--- src/sv/cmmrtt_pkg.sv ---
`timescale 1ns / 1ps
// ----------------------------------------------------------------------------
// cmmrtt_pkg: shared types and constants of the min-RTT path selector
// Holds the transaction structs, command codes and configuration register
// indexes used by the selector and its path evaluation unit.
// ----------------------------------------------------------------------------
package cmmrtt_pkg;

  // Command codes of an input transaction.
  localparam logic CMD_UPDATE = 1'b0;
  localparam logic CMD_SELECT = 1'b1;

  // Configuration port geometry.
  localparam int CFG_IDX_W  = 3;
  localparam int CFG_DATA_W = 64;

  // Configuration register indexes.
  localparam logic [CFG_IDX_W-1:0] CFG_PATH_MASK_0 = 3'd0;
  localparam logic [CFG_IDX_W-1:0] CFG_PATH_MASK_1 = 3'd1;
  localparam logic [CFG_IDX_W-1:0] CFG_PATH_MASK_2 = 3'd2;
  localparam logic [CFG_IDX_W-1:0] CFG_PATH_MASK_3 = 3'd3;
  localparam logic [CFG_IDX_W-1:0] CFG_PTO_THRESH  = 3'd4;

  // Number of class mask registers; paths beyond them have an empty mask.
  localparam int NUM_MASK_REGS = 4;

  // Reset value of the probe-timeout skip threshold.
  localparam logic [3:0] PTO_THRESH_RESET = 4'd3;

  // Width used to compare path numbers of any supported path count.
  localparam int CMP_W = 4;

  // Input transaction.
  typedef struct packed {
    logic        cmd;
    logic [1:0]  path_index;
    logic        path_active;
    logic        path_frozen;
    logic        socket_error;
    logic [3:0]  pto_count;
    logic        send_ok;
    logic        cwnd_open;
    logic [31:0] srtt;
    logic [5:0]  dscp;
    logic        need_cwnd;
    logic        reinject;
  } in_item_t;

  // Result transaction.
  typedef struct packed {
    logic       found;
    logic [1:0] chosen_path;
    logic       used_fallback;
    logic       cwnd_blocked;
  } out_item_t;

  // Status flags of one path table entry.
  typedef struct packed {
    logic       active;
    logic       frozen;
    logic       sock_err;
    logic [3:0] pto;
    logic       send_ok;
    logic       cwnd_open;
  } path_flags_t;

  // Per-item qualifiers handed to the evaluation unit.
  typedef struct packed {
    logic       need_cwnd;
    logic       excluded;
    logic       mask_ok;
    logic       have;
    logic [3:0] pto_thresh;
  } eval_ctl_t;

  // Verdict of the evaluation unit on one path.
  typedef struct packed {
    logic usable;
    logic sendable;
    logic take;
  } eval_res_t;

endpackage

--- src/sv/class_masked_min_rtt_path_select.sv ---
`timescale 1ns / 1ps
// ----------------------------------------------------------------------------
// class_masked_min_rtt_path_select: class-masked minimum-RTT path selector
// Keeps a status table of NUM_PATHS paths and picks the usable, sendable
// path with the lowest smoothed RTT for each select transaction.
// ----------------------------------------------------------------------------
// Usage:
//   A transaction enters on in_data when start is high and busy is low.
//   An update (cmd = update) rewrites one table entry and returns an all-zero
//   result in the cycle after acceptance; busy stays low, so updates can be
//   issued every cycle.
//   A select scans the table with one shared evaluation unit, one path per
//   cycle. An untagged packet, or a tagged one whose class-restricted pass
//   finds a path, needs one pass over the table; a tagged packet that falls
//   back to the unrestricted pass needs two. busy is high during the scan,
//   and the result appears on the cycle after the last scan step.
//   Each result sits on out_data for exactly one cycle, marked by out_valid;
//   the receiver cannot stall it.
//   Configuration is written through cfg_we/cfg_index/cfg_data while idle.
//   Reset marks every path inactive, clears the class masks and sets the
//   probe-timeout threshold to 3.
// ----------------------------------------------------------------------------
module class_masked_min_rtt_path_select #(
  parameter int NUM_PATHS = 4,
  parameter int RTT_BITS  = 32
) (
  input  logic                                   clk,
  input  logic                                   rst_n,
  input  logic                                   start,
  output logic                                   busy,
  input  cmmrtt_pkg::in_item_t                   in_data,
  output logic                                   out_valid,
  output cmmrtt_pkg::out_item_t                  out_data,
  input  logic                                   cfg_we,
  input  logic [cmmrtt_pkg::CFG_IDX_W-1:0]       cfg_index,
  input  logic [cmmrtt_pkg::CFG_DATA_W-1:0]      cfg_data
);
  import cmmrtt_pkg::*;

  localparam int IDX_W = $clog2(NUM_PATHS);

  typedef enum logic {
    ST_IDLE,
    ST_SCAN
  } state_t;

  // Configuration registers.
  logic [CFG_DATA_W-1:0] path_mask_r [NUM_MASK_REGS];
  logic [3:0]            pto_thresh_r;

  // Path status table.
  path_flags_t           flags_r [NUM_PATHS];
  logic [RTT_BITS-1:0]   srtt_r  [NUM_PATHS];

  // Sequencer and per-pass state.
  state_t                state_r;
  logic [IDX_W-1:0]      pidx_r;
  logic                  have_r;
  logic [RTT_BITS-1:0]   best_r;
  logic [IDX_W-1:0]      best_idx_r;
  logic                  usable_seen_r;
  logic                  any_send_r;
  logic                  fb_r;
  logic [5:0]            dscp_r;
  logic                  need_cwnd_r;
  logic                  reinject_r;
  logic [1:0]            excl_r;
  logic                  out_valid_r;
  out_item_t             out_data_r;

  logic                  accept;
  logic                  last_path;
  logic [CFG_DATA_W-1:0] cur_mask;
  eval_ctl_t             ev_ctl;
  eval_res_t             ev_res;
  logic                  have_nxt;
  logic [RTT_BITS-1:0]   best_nxt;
  logic [IDX_W-1:0]      best_idx_nxt;
  logic                  usable_seen_nxt;
  logic                  any_send_nxt;

  assign busy      = (state_r != ST_IDLE);
  assign accept    = start && !busy;
  assign out_valid = out_valid_r;
  assign out_data  = out_data_r;
  assign last_path = (pidx_r == IDX_W'(NUM_PATHS - 1));

  // Configuration register writes; indexes beyond the list are ignored.
  always_ff @(posedge clk) begin
    if (!rst_n) begin
      for (int i = 0; i < NUM_MASK_REGS; i++) begin
        path_mask_r[i] <= '0;
      end
      pto_thresh_r <= PTO_THRESH_RESET;
    end else if (cfg_we) begin
      case (cfg_index)
        CFG_PATH_MASK_0: path_mask_r[0] <= cfg_data;
        CFG_PATH_MASK_1: path_mask_r[1] <= cfg_data;
        CFG_PATH_MASK_2: path_mask_r[2] <= cfg_data;
        CFG_PATH_MASK_3: path_mask_r[3] <= cfg_data;
        CFG_PTO_THRESH:  pto_thresh_r   <= cfg_data[3:0];
        default: ;
      endcase
    end
  end

  // Table writes from update transactions. Reset only needs to clear the
  // active flags: an inactive path is never looked at further.
  always_ff @(posedge clk) begin
    if (!rst_n) begin
      for (int i = 0; i < NUM_PATHS; i++) begin
        flags_r[i].active <= 1'b0;
      end
    end else if (accept && (in_data.cmd == CMD_UPDATE)) begin
      for (int i = 0; i < NUM_PATHS; i++) begin
        if (CMP_W'(in_data.path_index) == CMP_W'(i)) begin
          flags_r[i].active    <= in_data.path_active;
          flags_r[i].frozen    <= in_data.path_frozen;
          flags_r[i].sock_err  <= in_data.socket_error;
          flags_r[i].pto       <= in_data.pto_count;
          flags_r[i].send_ok   <= in_data.send_ok;
          flags_r[i].cwnd_open <= in_data.cwnd_open;
          srtt_r[i]            <= RTT_BITS'(in_data.srtt);
        end
      end
    end
  end

  // Class mask of the path under scan; paths past the mask registers have none.
  always_comb begin
    cur_mask = '0;
    for (int i = 0; i < NUM_MASK_REGS; i++) begin
      if (CMP_W'(pidx_r) == CMP_W'(i)) begin
        cur_mask = path_mask_r[i];
      end
    end
  end

  // Qualifiers for the path under scan. The class restriction applies only
  // to the first pass of a tagged packet.
  always_comb begin
    ev_ctl.need_cwnd  = need_cwnd_r;
    ev_ctl.excluded   = reinject_r && (CMP_W'(pidx_r) == CMP_W'(excl_r));
    ev_ctl.mask_ok    = (dscp_r == 6'd0) || fb_r || cur_mask[dscp_r];
    ev_ctl.have       = have_r;
    ev_ctl.pto_thresh = pto_thresh_r;
  end

  cmmrtt_eval #(
    .RTT_BITS (RTT_BITS)
  ) u_eval (
    .flags (flags_r[pidx_r]),
    .srtt  (srtt_r[pidx_r]),
    .best  (best_r),
    .ctl   (ev_ctl),
    .res   (ev_res)
  );

  // Running best of the current pass after this step.
  always_comb begin
    have_nxt        = have_r || ev_res.take;
    best_nxt        = ev_res.take ? srtt_r[pidx_r] : best_r;
    best_idx_nxt    = ev_res.take ? pidx_r : best_idx_r;
    usable_seen_nxt = usable_seen_r || ev_res.usable;
    any_send_nxt    = any_send_r || ev_res.sendable;
  end

  // Sequencer: accepts transactions, steps the scan, issues results.
  always_ff @(posedge clk) begin
    if (!rst_n) begin
      state_r       <= ST_IDLE;
      out_valid_r   <= 1'b0;
      out_data_r    <= '0;
      pidx_r        <= '0;
      have_r        <= 1'b0;
      best_r        <= '0;
      best_idx_r    <= '0;
      usable_seen_r <= 1'b0;
      any_send_r    <= 1'b0;
      fb_r          <= 1'b0;
      dscp_r        <= '0;
      need_cwnd_r   <= 1'b0;
      reinject_r    <= 1'b0;
      excl_r        <= '0;
    end else begin
      out_valid_r <= 1'b0;
      case (state_r)
        ST_IDLE: begin
          if (accept) begin
            if (in_data.cmd == CMD_UPDATE) begin
              out_valid_r <= 1'b1;
              out_data_r  <= '0;
            end else begin
              dscp_r        <= in_data.dscp;
              need_cwnd_r   <= in_data.need_cwnd;
              reinject_r    <= in_data.reinject;
              excl_r        <= in_data.path_index;
              pidx_r        <= '0;
              have_r        <= 1'b0;
              best_idx_r    <= '0;
              usable_seen_r <= 1'b0;
              any_send_r    <= 1'b0;
              fb_r          <= 1'b0;
              state_r       <= ST_SCAN;
            end
          end
        end
        ST_SCAN: begin
          if (!last_path) begin
            pidx_r        <= pidx_r + 1'b1;
            have_r        <= have_nxt;
            best_r        <= best_nxt;
            best_idx_r    <= best_idx_nxt;
            usable_seen_r <= usable_seen_nxt;
            any_send_r    <= any_send_nxt;
          end else if (!have_nxt && (dscp_r != 6'd0) && !fb_r) begin
            // Restricted pass came up empty: rescan over all paths.
            fb_r          <= 1'b1;
            pidx_r        <= '0;
            have_r        <= 1'b0;
            best_idx_r    <= '0;
            usable_seen_r <= 1'b0;
            any_send_r    <= 1'b0;
          end else begin
            out_valid_r              <= 1'b1;
            out_data_r.found         <= have_nxt;
            out_data_r.chosen_path   <= have_nxt ? 2'(best_idx_nxt) : 2'd0;
            out_data_r.used_fallback <= fb_r;
            out_data_r.cwnd_blocked  <= usable_seen_nxt && !any_send_nxt;
            state_r                  <= ST_IDLE;
          end
        end
        default: state_r <= ST_IDLE;
      endcase
    end
  end

  // The end of a scan always delivers its result in the same edge.
  a_scan_end_result: assert property (@(posedge clk) disable iff (!rst_n)
    $fell(busy) && $past(rst_n) |-> out_valid)
    else $error("select scan ended without a result strobe");

  // An accepted update answers on the very next cycle.
  a_update_result: assert property (@(posedge clk) disable iff (!rst_n)
    accept && (in_data.cmd == CMD_UPDATE) |=> out_valid && !out_data.found)
    else $error("update transaction did not return an empty result");

  // A found path implies a sendable candidate, so it cannot be blocked.
  a_found_not_blocked: assert property (@(posedge clk) disable iff (!rst_n)
    out_valid && out_data.found |-> !out_data.cwnd_blocked)
    else $error("result reports both a chosen path and congestion block");

  // No path found reports path zero.
  a_none_zero: assert property (@(posedge clk) disable iff (!rst_n)
    out_valid && !out_data.found |-> (out_data.chosen_path == 2'd0))
    else $error("chosen_path nonzero without a found path");

  // The fallback pass only ever runs for tagged packets.
  a_fallback_tagged: assert property (@(posedge clk) disable iff (!rst_n)
    fb_r |-> (dscp_r != 6'd0))
    else $error("fallback pass entered for an untagged packet");

endmodule

--- src/sv/cmmrtt_eval.sv ---
`timescale 1ns / 1ps
// ----------------------------------------------------------------------------
// cmmrtt_eval: shared path evaluation unit
// Judges one path entry per cycle: usable, sendable, and whether its RTT
// beats the best candidate seen so far in the current pass.
// ----------------------------------------------------------------------------
module cmmrtt_eval #(
  parameter int RTT_BITS = 32
) (
  input  cmmrtt_pkg::path_flags_t flags,
  input  logic [RTT_BITS-1:0]     srtt,
  input  logic [RTT_BITS-1:0]     best,
  input  cmmrtt_pkg::eval_ctl_t   ctl,
  output cmmrtt_pkg::eval_res_t   res
);
  import cmmrtt_pkg::*;

  logic healthy;
  logic faster;

  // Health checks of the entry itself, then the per-item exclusions.
  assign healthy = flags.active && !flags.frozen && !flags.sock_err &&
                   (flags.pto < ctl.pto_thresh);

  // The one magnitude comparator, shared by every path of every pass.
  assign faster = srtt < best;

  always_comb begin
    res.usable   = healthy && !ctl.excluded && ctl.mask_ok;
    res.sendable = res.usable && flags.send_ok && (!ctl.need_cwnd || flags.cwnd_open);
    res.take     = res.sendable && (!ctl.have || faster);
  end

endmodule

--- config.mk ---
export PLATFORM = sky130hd
export DESIGN_NAME = class_masked_min_rtt_path_select
export DESIGN_NICKNAME = d
export VERILOG_FILES = /design/src/sv/cmmrtt_pkg.sv /design/src/sv/class_masked_min_rtt_path_select.sv /design/src/sv/cmmrtt_eval.sv
export SDC_FILE = /design/constraint.sdc
export NUM_CORES = 1
export LEC_CHECK = 0
export BUFFER_PORTS_ARGS = -buffer_cell sky130_fd_sc_hd__buf_4
export CORE_MARGIN = 4
export CORE_UTILIZATION = 55
export CTS_CLUSTER_DIAMETER = 80
export DETAILED_ROUTE_END_ITERATION = 16
export PLACE_DENSITY = 0.76
export SYNTH_ARGS = -nofsm -noshare
export SYNTH_HDL_FRONTEND = slang
export SYNTH_SLANG_ARGS = --single-unit
--- constraint.sdc ---
create_clock -name clk -period 6.1 [get_ports clk]
set_input_delay 0.61 -clock clk [delete_from_list [all_inputs] [get_ports clk]]
set_output_delay 0.61 -clock clk [all_outputs]
set_load 0.03 [all_outputs]
; ---- Yosys cells after proc, flatten, opt, wreduce, memory -nomap -nowiden
; Memory sizes are Yosys's and may differ from the RTL's. A register that Yosys moved wholly into a read port is not among the register bits.
; Cells that the tools add are included.
; W data, S select, Z words.
[word_totals]
ff_bits = 61
ram_bits = 420
mem_count = 3
[op_classes]
add_sub_neg = 1
n_lt_le_gt_ge = 3
eq_ne = 18
mux = 96
bitwise = 11
reduce_logical = 44
[mem_list]
columns = name, words, width, read_ports, rd_clocked_by_memory_dff, write_ports, line_no
row1 = path_mask_r, 4, 64, 4, 0, 4, class_masked_min_rtt_path_select.sv:48  ; logic [CFG_DATA_W-1:0] path_mask_r [NUM_MASK_REGS];
row2 = srtt_r, 4, 32, 1, 1, 1, class_masked_min_rtt_path_select.sv:53  ; logic [RTT_BITS-1:0] srtt_r [NUM_PATHS];
row3 = flags_r, 4, 9, 1, 1, 4, class_masked_min_rtt_path_select.sv:52  ; path_flags_t flags_r [NUM_PATHS];
[ops]
columns = operator, count
row1 = $mux W64, 8
row2 = $mux W32, 3
row3 = $reduce_or A32 Y1, 3
row4 = $mux W1, 57
row5 = $lt A32 B32 Y1, 1
row6 = $mux W2, 14
row7 = $mux W5, 4
row8 = $logic_and A1 B1 Y1, 14
row9 = $pmux W1 S2, 6
row10 = $pmux W5 S2, 1
row11 = $logic_not A1 Y1, 9
row12 = $reduce_and A3 Y1, 3
row13 = $eq A2 B2 Y1 const B, 4
row14 = $ne A2 B2 Y1 const B, 4
row15 = $or A1 B1 Y1, 8
row16 = $pmux W2 S2, 2
row17 = $reduce_and A4 Y1, 2
row18 = $logic_or A1 B1 Y1, 7
row19 = $lt A6 B7 Y1 const B, 1
row20 = $bmux W1 S6, 1
row21 = $eq A3 B2 Y1 const B, 2
row22 = $logic_not A6 Y1, 1
row23 = $reduce_bool A6 Y1, 1
row24 = $eq A2 B1 Y1 const B, 2
row25 = other kinds (11), 15

; ---- Logic depth before layout (Yosys ltp)
; Gate-level depths: netlist (run 1).
[depth]
depth_word = 21
ltp_mapped = 16
ltp_nobuf = 12

; ---- Cells and area by module
; Synthesis (run 1) repeated with hierarchy kept, for this count alone.
[hier_totals]
cells_unflattened = 1499
hier_area_um2 = 21065.2
[by_module_without_submodules]
columns = mod, instances, cells_per_inst, area_per_inst_um2
row1 = class_masked_min_rtt_path_select, 1, 1375, 20175.6
row2 = cmmrtt_eval, 1, 124, 889.6

; ---- Worst setup path before layout (run 1)
; Ideal clock, no wire load.
[synth_timing]
kind = input port to flip-flop
startpoint = in cfg_index[1] (netlist bit)
endpoint = mem path_mask_r[0][0] (enable)
setup_ns = 0.582
arrival_ns = 5.545
setup_slack_ns = -0.027
path_stages = 2
path_cell_list = nand2b_1 -> o31ai_1
[synth_rtl]
columns = element, line_no
row1 = start: declaration, class_masked_min_rtt_path_select.sv:35  ; input logic [cmmrtt_pkg::CFG_IDX_W-1:0] cfg_index,
row2 = end: declaration, class_masked_min_rtt_path_select.sv:48

; ---- Final worst setup path (run 1)
[layout_timing]
startpoint = reg pidx_r[0]
endpoint = reg best_r[15] (read register of srtt_r)
[layout_via]
elab_chain_len = 13
[layout_lines]
columns = element, line_no
row1 = start: declaration, class_masked_min_rtt_path_select.sv:57  ; logic [IDX_W-1:0] pidx_r;
row2 = start signal: assignment, class_masked_min_rtt_path_select.sv:210  ; pidx_r <= pidx_r + 1'b1;
row3 = $logic_not A2 Y1, class_masked_min_rtt_path_select.sv:133  ; if (CMP_W'(pidx_r) == CMP_W'(i)) begin
row4 = $mux W64 (4 in series), class_masked_min_rtt_path_select.sv:133
row5 = $bmux W1 S6, class_masked_min_rtt_path_select.sv:144  ; ev_ctl.mask_ok = (dscp_r == 6'd0) || fb_r || cur_mask[dscp_r];
row6 = $mux W1 (implied by the code), class_masked_min_rtt_path_select.sv:144
row7 = $logic_or A1 B1 Y1, class_masked_min_rtt_path_select.sv:144
row8 = $logic_and A1 B1 Y1, cmmrtt_eval.sv:29  ; res.usable = healthy && !ctl.excluded && ctl.mask_ok;
row9 = $logic_and A1 B1 Y1 (2 in series), cmmrtt_eval.sv:30  ; res.sendable = res.usable && flags.send_ok && (!ctl.need_cwnd || flags.cwnd_open);
row10 = $logic_and A1 B1 Y1, cmmrtt_eval.sv:31  ; res.take = res.sendable && (!ctl.have || faster);
row11 = $reduce_and A3 Y1 (no source line) (*), -
row12 = end: declaration, class_masked_min_rtt_path_select.sv:59  ; logic [RTT_BITS-1:0] best_r;
; Every way passes the cells marked *; elsewhere a longest branch is shown, timed or not. The select of a mux whose other input is x is not followed.
; A chain may end at the register's enable or synchronous reset.

==> impl_metrics.py, run 1 <==
metrics = {
    "status": {
        "run_status": "completed",
    },
    "floorplanning": {
        "die_y_um": 206,
        "core-area_mm2": 0.0386,
        "dieArea_mm2": 0.0423,
        "die_w_um": 206,
        "num_rows": 72,
        "start_util_pct": 55.5,
        "io_pins": 130,
    },
    "global_routing": {
        "antenna_found_initial": 2,
        "grt_max_degree": 82,
        "grt.overflow.total": 0,
        "grt_usage_pct": 24.5,
        "grt_pass1_wl_mm": 79.6,
        "grt_pass1_vias": 13901,
    },
    "sta": {
        "slew_violations": 0,
        "fin_tns_setup_ps": 0,
        "fmax_mhz": 205,
        "whs_ps": 218,
        "period_minus_slack_ps": 4890,
        "finalHoldViolCount": 0,
        "finalCritPeriodShare_pct": 80.1,
        "fin_skew_ps": 15.2,
        "slew_headroom_pct": 20.9,
        "rsz0062_at_grt": "no",
        "finalSetupViolCount": 0,
        "worst_slew_pin_slew_ps": 1190,
    },
    "cts": {
        "clock_path_buffers": 3,
        "htreeDepth": 2,
        "clk_pin_slew_worst_paths_ps": 60,
        "cts_root_buffer": "clkbuf_16",
        "cts.repair.resized": 0,
        "cts_setup_buffers": 0,
        "cts_tree": "done",
        "ctsHoldBuffers": 0,
        "cts_buffers": 48,
        "insertion_delay_ps": 590,
        "cts.sinks": 483,
    },
    "setup_path": {
        "r2r_slack_ps": 1210,
        "worstPathMaxFanout": 32,
        "r2r-end": "best_r[15]$_SDFFE_PN0P_",
        "worstSetupStartpointType": "flip-flop",
        "r2r_cells": 12,
        "crit_path_start": "pidx_r[0]$_SDFFE_PN0P_",
        "crit_path_end_kind": "flip-flop",
        "critPathSlowestCell": "nand2b_1",
        "worstSetupPathType": "flip-flop to flip-flop",
        "crit_chain": "ha_2, nand2b_1, o221ai_1, o21bai_1, a41oi_1, a21oi_1, a211oi_1, nor2_2, a211oi_4, buf_4, mux2i_1, nor2b_1",
        "crit_arrival_ps": 5360,
        "crit_path_end": "best_r[15]$_SDFFE_PN0P_",
        "worstPathRequired_ps": 6570,
        "timing.rr.start": "pidx_r[0]$_SDFFE_PN0P_",
        "max_stage_delay_ps": 970,
    },
    "pwr": {
        "power.internal_mw": 5.73,
        "comb_power_share_pct": 7.0,
        "vdd_drop_max_uv": 248,
        "power.density_mw_per_mm2": 298,
        "power_frac_clock_pct": 41.4,
        "netSwitchingPower_mw": 1.60,
        "netSwitchingFraction_pct": 21.8,
        "p_seq_share_pct": 51.6,
        "p_leak_nw": 8.43,
    },
    "detailed_routing": {
        "remaining_drc_errors": 0,
        "num_vias": 13698,
        "drtAntennaViolNets": 0,
        "wl_mm": 51.8,
        "drt_iter0_drc": 1386,
        "via_per_inst": 5.96,
        "detail_route.wl_per_cell_um": 22.5,
        "dr.pass1.iters": 5,
    },
    "yosys": {
        "ys.flop_type": "edfxtp_1",
        "synth_edf_count": 417,
        "yosys.area.top_type": "edfxtp_1",
        "ys.warnings.count": 0,
        "synth.area.top_cells": "edfxtp_1 (58%), and2_1 (7.6%), dfxtp_1 (6.2%), mux4_2 (3.9%), mux2i_1 (2.5%)",
        "synth_cells": 1635,
        "avgSynthCellArea_um2": 13.1,
        "yosysSeqAreaShare_pct": 64.5,
        "syn_nets": 1796,
        "synth_area_mm2": 0.0215,
        "async_reset_ff_share_pct": 0,
        "synth_seq_cells": 483,
        "synth.distinct_cells": 65,
        "synth_top_area_share_pct": 58.3,
    },
    "finish": {
        "area_growth_pct": 14.6,
        "drive_gt1_share_pct": 16.8,
        "antenna_cells": 0,
        "stdcell_area_mm2": 0.0246,
        "nets": 1901,
    },
    "flow_run": {
        "cap_violations": 0,
    },
    "place": {
        "gp_congestion": 0.836,
        "place_area_mm2": 0.0230,
        "dp_hpwl_mm": 30.1,
        "portBuffers": 129,
    },
    "min_path": {
        "hp-class": "input pin to flip-flop",
    },
}
[sequential cells by signal, indices dropped and copies added (netlist names), 2 cells and up, named ones only]
name and count:
best_idx_r 2, best_r 32, dscp_r 6, excl_r 2
flags_r 36, out_data 5, path_mask_r 256, pidx_r 2
pto_thresh_r 4, srtt_r 128
[cells by family after synthesis]
group,Yosys count,synth area share (%)
and+or+nand+nor,572,14.8
muxes,93,6.50
xor gates and xnor gates,2,0.0816
AOI/OAI and AO/OA,297,9.02
adders and majority gates,38,2.21
buffers and inverters,150,2.90
DFF,483,64.5
[worst min path at each step]
stage	start	end	slack (ps)	depth (start not counted)
final	in_data[34]	srtt_r[0][26]$_DFFE_PP_	220	1
after global routing	in_data[34]	srtt_r[0][26]$_DFFE_PP_	200	1
after CTS	in_data[34]	srtt_r[3][26]$_DFFE_PP_	190	1
after detailed placement	flags_r[0][8]$_DFF_P_	flags_r[0][8]$_DFF_P_	450	2
after global placement	flags_r[1][8]$_DFF_P_	flags_r[1][8]$_DFF_P_	440	2
after floorplan	flags_r[1][8]$_DFF_P_	flags_r[1][8]$_DFF_P_	430	2
[Yosys cell counts (22+ instances only)]
cell / n
a21oi_1: 76
ha_1: 38
and2_1: 262
clkbuf_1: 64
nand2_1: 128
mux4_2: 37
nor2b_1: 49
dfxtp_1: 66
edfxtp_1: 417
nor2_1: 34
inv_1: 49
buf_2: 23
mux2i_1: 54
nand3_1: 22
o21ai_0: 67
[cells in the final DEF, fill, tap and decap left out, types with 5 or more instances in the layout]
| cell | n |
|---|---|
| inv_1 | 49 |
| mux2i_1 | 54 |
| o22ai_1 | 9 |
| nor3_1 | 12 |
| clkbuf_16 | 50 |
| a31oi_1 | 16 |
| nand4_1 | 10 |
| nand2b_1 | 12 |
| o211ai_1 | 17 |
| edfxtp_1 | 417 |
| nor2b_1 | 49 |
| a211oi_1 | 15 |
| nand3_1 | 22 |
| clkinv_1 | 5 |
| o21a_1 | 15 |
| nand2_1 | 128 |
| nor2_1 | 29 |
| mux4_2 | 37 |
| nor2_4 | 5 |
| clkbuf_1 | 9 |
| o221ai_1 | 11 |
| a21o_1 | 5 |
| o21ai_0 | 65 |
| dfxtp_1 | 63 |
| buf_4 | 156 |
| nand3b_1 | 15 |
| a21boi_0 | 14 |
| ha_1 | 34 |
| bufinv_16 | 5 |
| and2_1 | 262 |
| clkinv_2 | 10 |
| a221oi_1 | 12 |
| a21oi_1 | 76 |
| clkbuf_8 | 8 |
[power groups by stage]
stage / Combinational (mW) / Sequential (mW) / Clock (mW)
floorplan: 0.302 / 3.83 / 0
global route: 0.564 / 3.79 / 3.22
global placement: 0.498 / 3.84 / 0
detailed placement: 0.508 / 3.85 / 0
CTS: 0.513 / 3.78 / 3.07
finish: 0.516 / 3.78 / 3.03
[metal layers]
metal	track usage, %	part of all wire, %	vias up
li1	-	-	6230
met2	40.3	48	566
met5	0	0.066	-
met3	5.28	8.5	109
met4	7.42	2.8	4
met1	33.2	40	6789
[through the flow]
step	utilization (%)	instances	setup WS (ps)	total power, mW
after detailed placement	59.4	2208	1260	4.36
after floorplan	-	1635	83.4	4.14
final	63.7	2297	1210	7.33
after global routing	63.7	2297	822	7.57
after CTS	63.7	2297	1210	7.36
after global placement	59.4	2208	1370	4.34
[area by class of cell]
cell class	count	area [um2]
Clock inverter	22	236
Tap cell	518	648
Fill cell	2792	14000
Clock buffer	67	1400
Inverter	49	184
Multi-Input combinational cell	1002	7120
Sequential cell	483	13800
Timing Repair Buffer	156	1170
[critical path, delay by kind of cell, from the launching register on]
kind	cells	cell delay, ps
DFF	1	510
and+or+nand+nor	3	1280
AOI/OAI and AO/OA	6	1560
buffers and inverters	1	530
adders and majority gates	1	580
muxes	1	270
No activity file was read; power rests on OpenSTA's default activity.
==> run 2, diff against run 1 <==
Settings changed: CORE_UTILIZATION 55 to 60, PLACE_DENSITY 0.76 to 0.79.
Clock period 6.1 ns to 4.9 ns, I/O delays scaled along.
==> run 2 against run 1 <==
Net effect:
- register-to-register slack got worse by 720 ps
- clock-buffer cell count fell by 5
- die area fell by 8.0%
- routed wire length barely moved
- cell area rose by 0.58%
- fmax rose by 11%
- non-clock buffer count rose by 17
- final cell count fell by 1.7%
- clock skew rose by 3.7 ps
- core utilization rose by 6.3 points
- via count rose by 1.9%
==> impl_metrics.py, run 2 (synthesis results as in run 1) <==
metrics = {
    "cts": {
        "insertion_delay_ps": 590,
        "cts_buffers": 49,
        "ctsHoldBuffers": 0,
        "htreeDepth": 2,
        "clock_path_buffers": 3,
        "cts.repair.resized": 0,
        "cts_setup_buffers": 0,
        "cts_root_buffer": "clkbuf_16",
        "clk_pin_slew_worst_paths_ps": 70,
        "cts.sinks": 483,
        "cts_tree": "done",
    },
    "detailed_routing": {
        "wl_mm": 51.8,
        "via_per_inst": 6.18,
        "num_vias": 13955,
        "drtAntennaViolNets": 0,
        "remaining_drc_errors": 0,
        "detail_route.wl_per_cell_um": 22.9,
        "dr.pass1.iters": 5,
        "drt_iter0_drc": 1434,
    },
    "pwr": {
        "p_leak_nw": 8.51,
        "power.internal_mw": 7.18,
        "comb_power_share_pct": 7.1,
        "p_seq_share_pct": 51.0,
        "vdd_drop_max_uv": 364,
        "power_frac_clock_pct": 41.9,
        "netSwitchingFraction_pct": 22.3,
        "netSwitchingPower_mw": 2.06,
        "p_total_mw": 9.23,
        "power.density_mw_per_mm2": 373,
    },
    "place": {
        "portBuffers": 129,
        "place_area_mm2": 0.0231,
        "gp_congestion": 0.858,
        "place_inst": 2168,
        "dp_hpwl_mm": 32.1,
    },
    "sta": {
        "period_minus_slack_ps": 4410,
        "whs_ps": 94.4,
        "finalSetupViolCount": 0,
        "rsz0062_at_grt": "no",
        "fin_tns_setup_ps": 0,
        "finalCritPeriodShare_pct": 89.9,
        "fin_skew_ps": 18.9,
        "fmax_mhz": 227,
        "finalHoldViolCount": 0,
        "slew_violations": 0,
        "worst_slew_pin_slew_ps": 1130,
        "slew_headroom_pct": 24.4,
    },
    "status": {
        "run_status": "completed",
    },
    "floorplanning": {
        "io_pins": 130,
        "dieArea_mm2": 0.0389,
        "die_w_um": 197,
        "num_rows": 69,
        "start_util_pct": 60.6,
        "die_y_um": 197,
        "core-area_mm2": 0.0354,
    },
    "global_routing": {
        "grt_max_degree": 82,
        "grt_pass1_vias": 14216,
        "grt.overflow.total": 0,
        "grt_pass1_wl_mm": 80.0,
        "grt_usage_pct": 26.6,
        "antenna_found_initial": 3,
    },
    "setup_path": {
        "critPathSlowestCell": "dfxtp_2",
        "crit_arrival_ps": 4870,
        "worst-path-buf-inv": 2,
        "worstPathMaxFanout": 19,
        "worstSetupStartpointType": "flip-flop",
        "max_stage_delay_ps": 790,
        "worstPathRequired_ps": 5370,
        "crit_path_end_kind": "flip-flop",
        "worstSetupPathType": "flip-flop to flip-flop",
        "crit_chain": "buf_4, mux4_2, ha_1, a21o_1, a21oi_1, nand4_1, a21oi_1, nand2_1, a221o_1, a211oi_4, buf_4, mux2i_1, nor2b_1",
        "path_delay_family": "compound AO/OA/AOI/OAI gates",
    },
    "finish": {
        "reg.largest.list": "path_mask_r x256, srtt_r x128, flags_r x36",
        "seq_area_mm2": 0.0138,
        "fin_cells": 2259,
        "multi_input_area_mm2": 0.00712,
        "drive_gt1_share_pct": 17.4,
        "largest_reg_flops": 256,
        "stdcell_area_mm2": 0.0247,
        "area_growth_pct": 15.3,
        "final_cell_mix": "edfxtp_1 (417), and2_1 (262), buf_4 (170)",
        "final_common_cell": "edfxtp_1",
        "nets": 1919,
        "fillers": 2337,
        "top_register": "path_mask_r",
    },
    "flow_run": {
        "cap_violations": 0,
    },
    "min_path": {
        "hp-class": "input pin to flip-flop",
    },
}
-- run 2: cell count changes in the layout (fill, tap and decap cells not counted) --
cell | previous run | this run
clkinv_2 | 10 | 2
clkinvlp_4 | 0 | 5
clkbuf_16 | 50 | 49
clkinv_8 | 0 | 3
clkinv_4 | 0 | 1
diode_2 | 0 | 1
clkinv_1 | 5 | 8
buf_4 | 156 | 170
buf_12 | 0 | 3
clkbuf_8 | 8 | 4
bufinv_16 | 5 | 7
-- run 2: power by group through the flow --
stage	Clock [mW]	Combinational, mW	Sequential, mW
3_5_place_dp	0	0.646	4.79
6_report	3.87	0.655	4.71
3_3_place_gp	0	0.629	4.79
4_1_cts	3.90	0.651	4.71
2_1_floorplan	0	0.376	4.77
5_1_grt	4.08	0.710	4.72
-- run 2: stage by stage --
step | worst slack, ps | util [%]
after floorplan | 262 | -
after global placement | 606 | 65.2
after detailed placement | 519 | 65.2
after CTS | 406 | 69.9
after global routing | 115 | 69.9
final | 495 | 69.9
-- run 2: area by class of cell --
| class | count | area share [%] |
|---|---|---|
| tap | 461 | 2.33 |
| multi-input combinational | 1002 | 28.8 |
| timing repair buffer | 173 | 5.40 |
| clock buffer | 62 | 5.31 |
| sequential | 483 | 56.0 |
| clock inverter | 28 | 1.47 |
| antenna | 1 | 0.0101 |
| inverter | 49 | 0.743 |
-- run 2: path summary, 6_finish.rpt --
kind | start | to | slack [ps] | depth (start not counted)
worst max-delay path | flip-flop | best_r[25]$_SDFFE_PN0P_ | 490 | 13
worst min-delay path | in_data[14] | srtt_r[1][6]$_DFFE_PP_ | 90 | 1
worst max register to register | flip-flop | best_r[25]$_SDFFE_PN0P_ | 490 | 13
worst min register to register | flags_r[1][8]$_DFF_P_ | flags_r[1][8]$_DFF_P_ | 460 | 2
-- run 2: worst register-to-register path: stages (launching register included) --
cell and delay (ps):
dfxtp_2 790, buf_4 460, mux4_2 570, ha_1 310, a21o_1 180, a21oi_1 130
nand4_1 110, a21oi_1 200, nand2_1 220, a221o_1 370, a211oi_4 310, buf_4 280
mux2i_1 270, nor2b_1 80
-- run 2: layer usage --
layer / track usage [%] / up-vias / routed length, um
li1: - / 6278 / -
met1: 35.7 / 6833 / 20100
met2: 44.5 / 701 / 25500
met3: 4.79 / 139 / 4500
met4: 9.22 / 4 / 1660
met5: 0 / - / 27
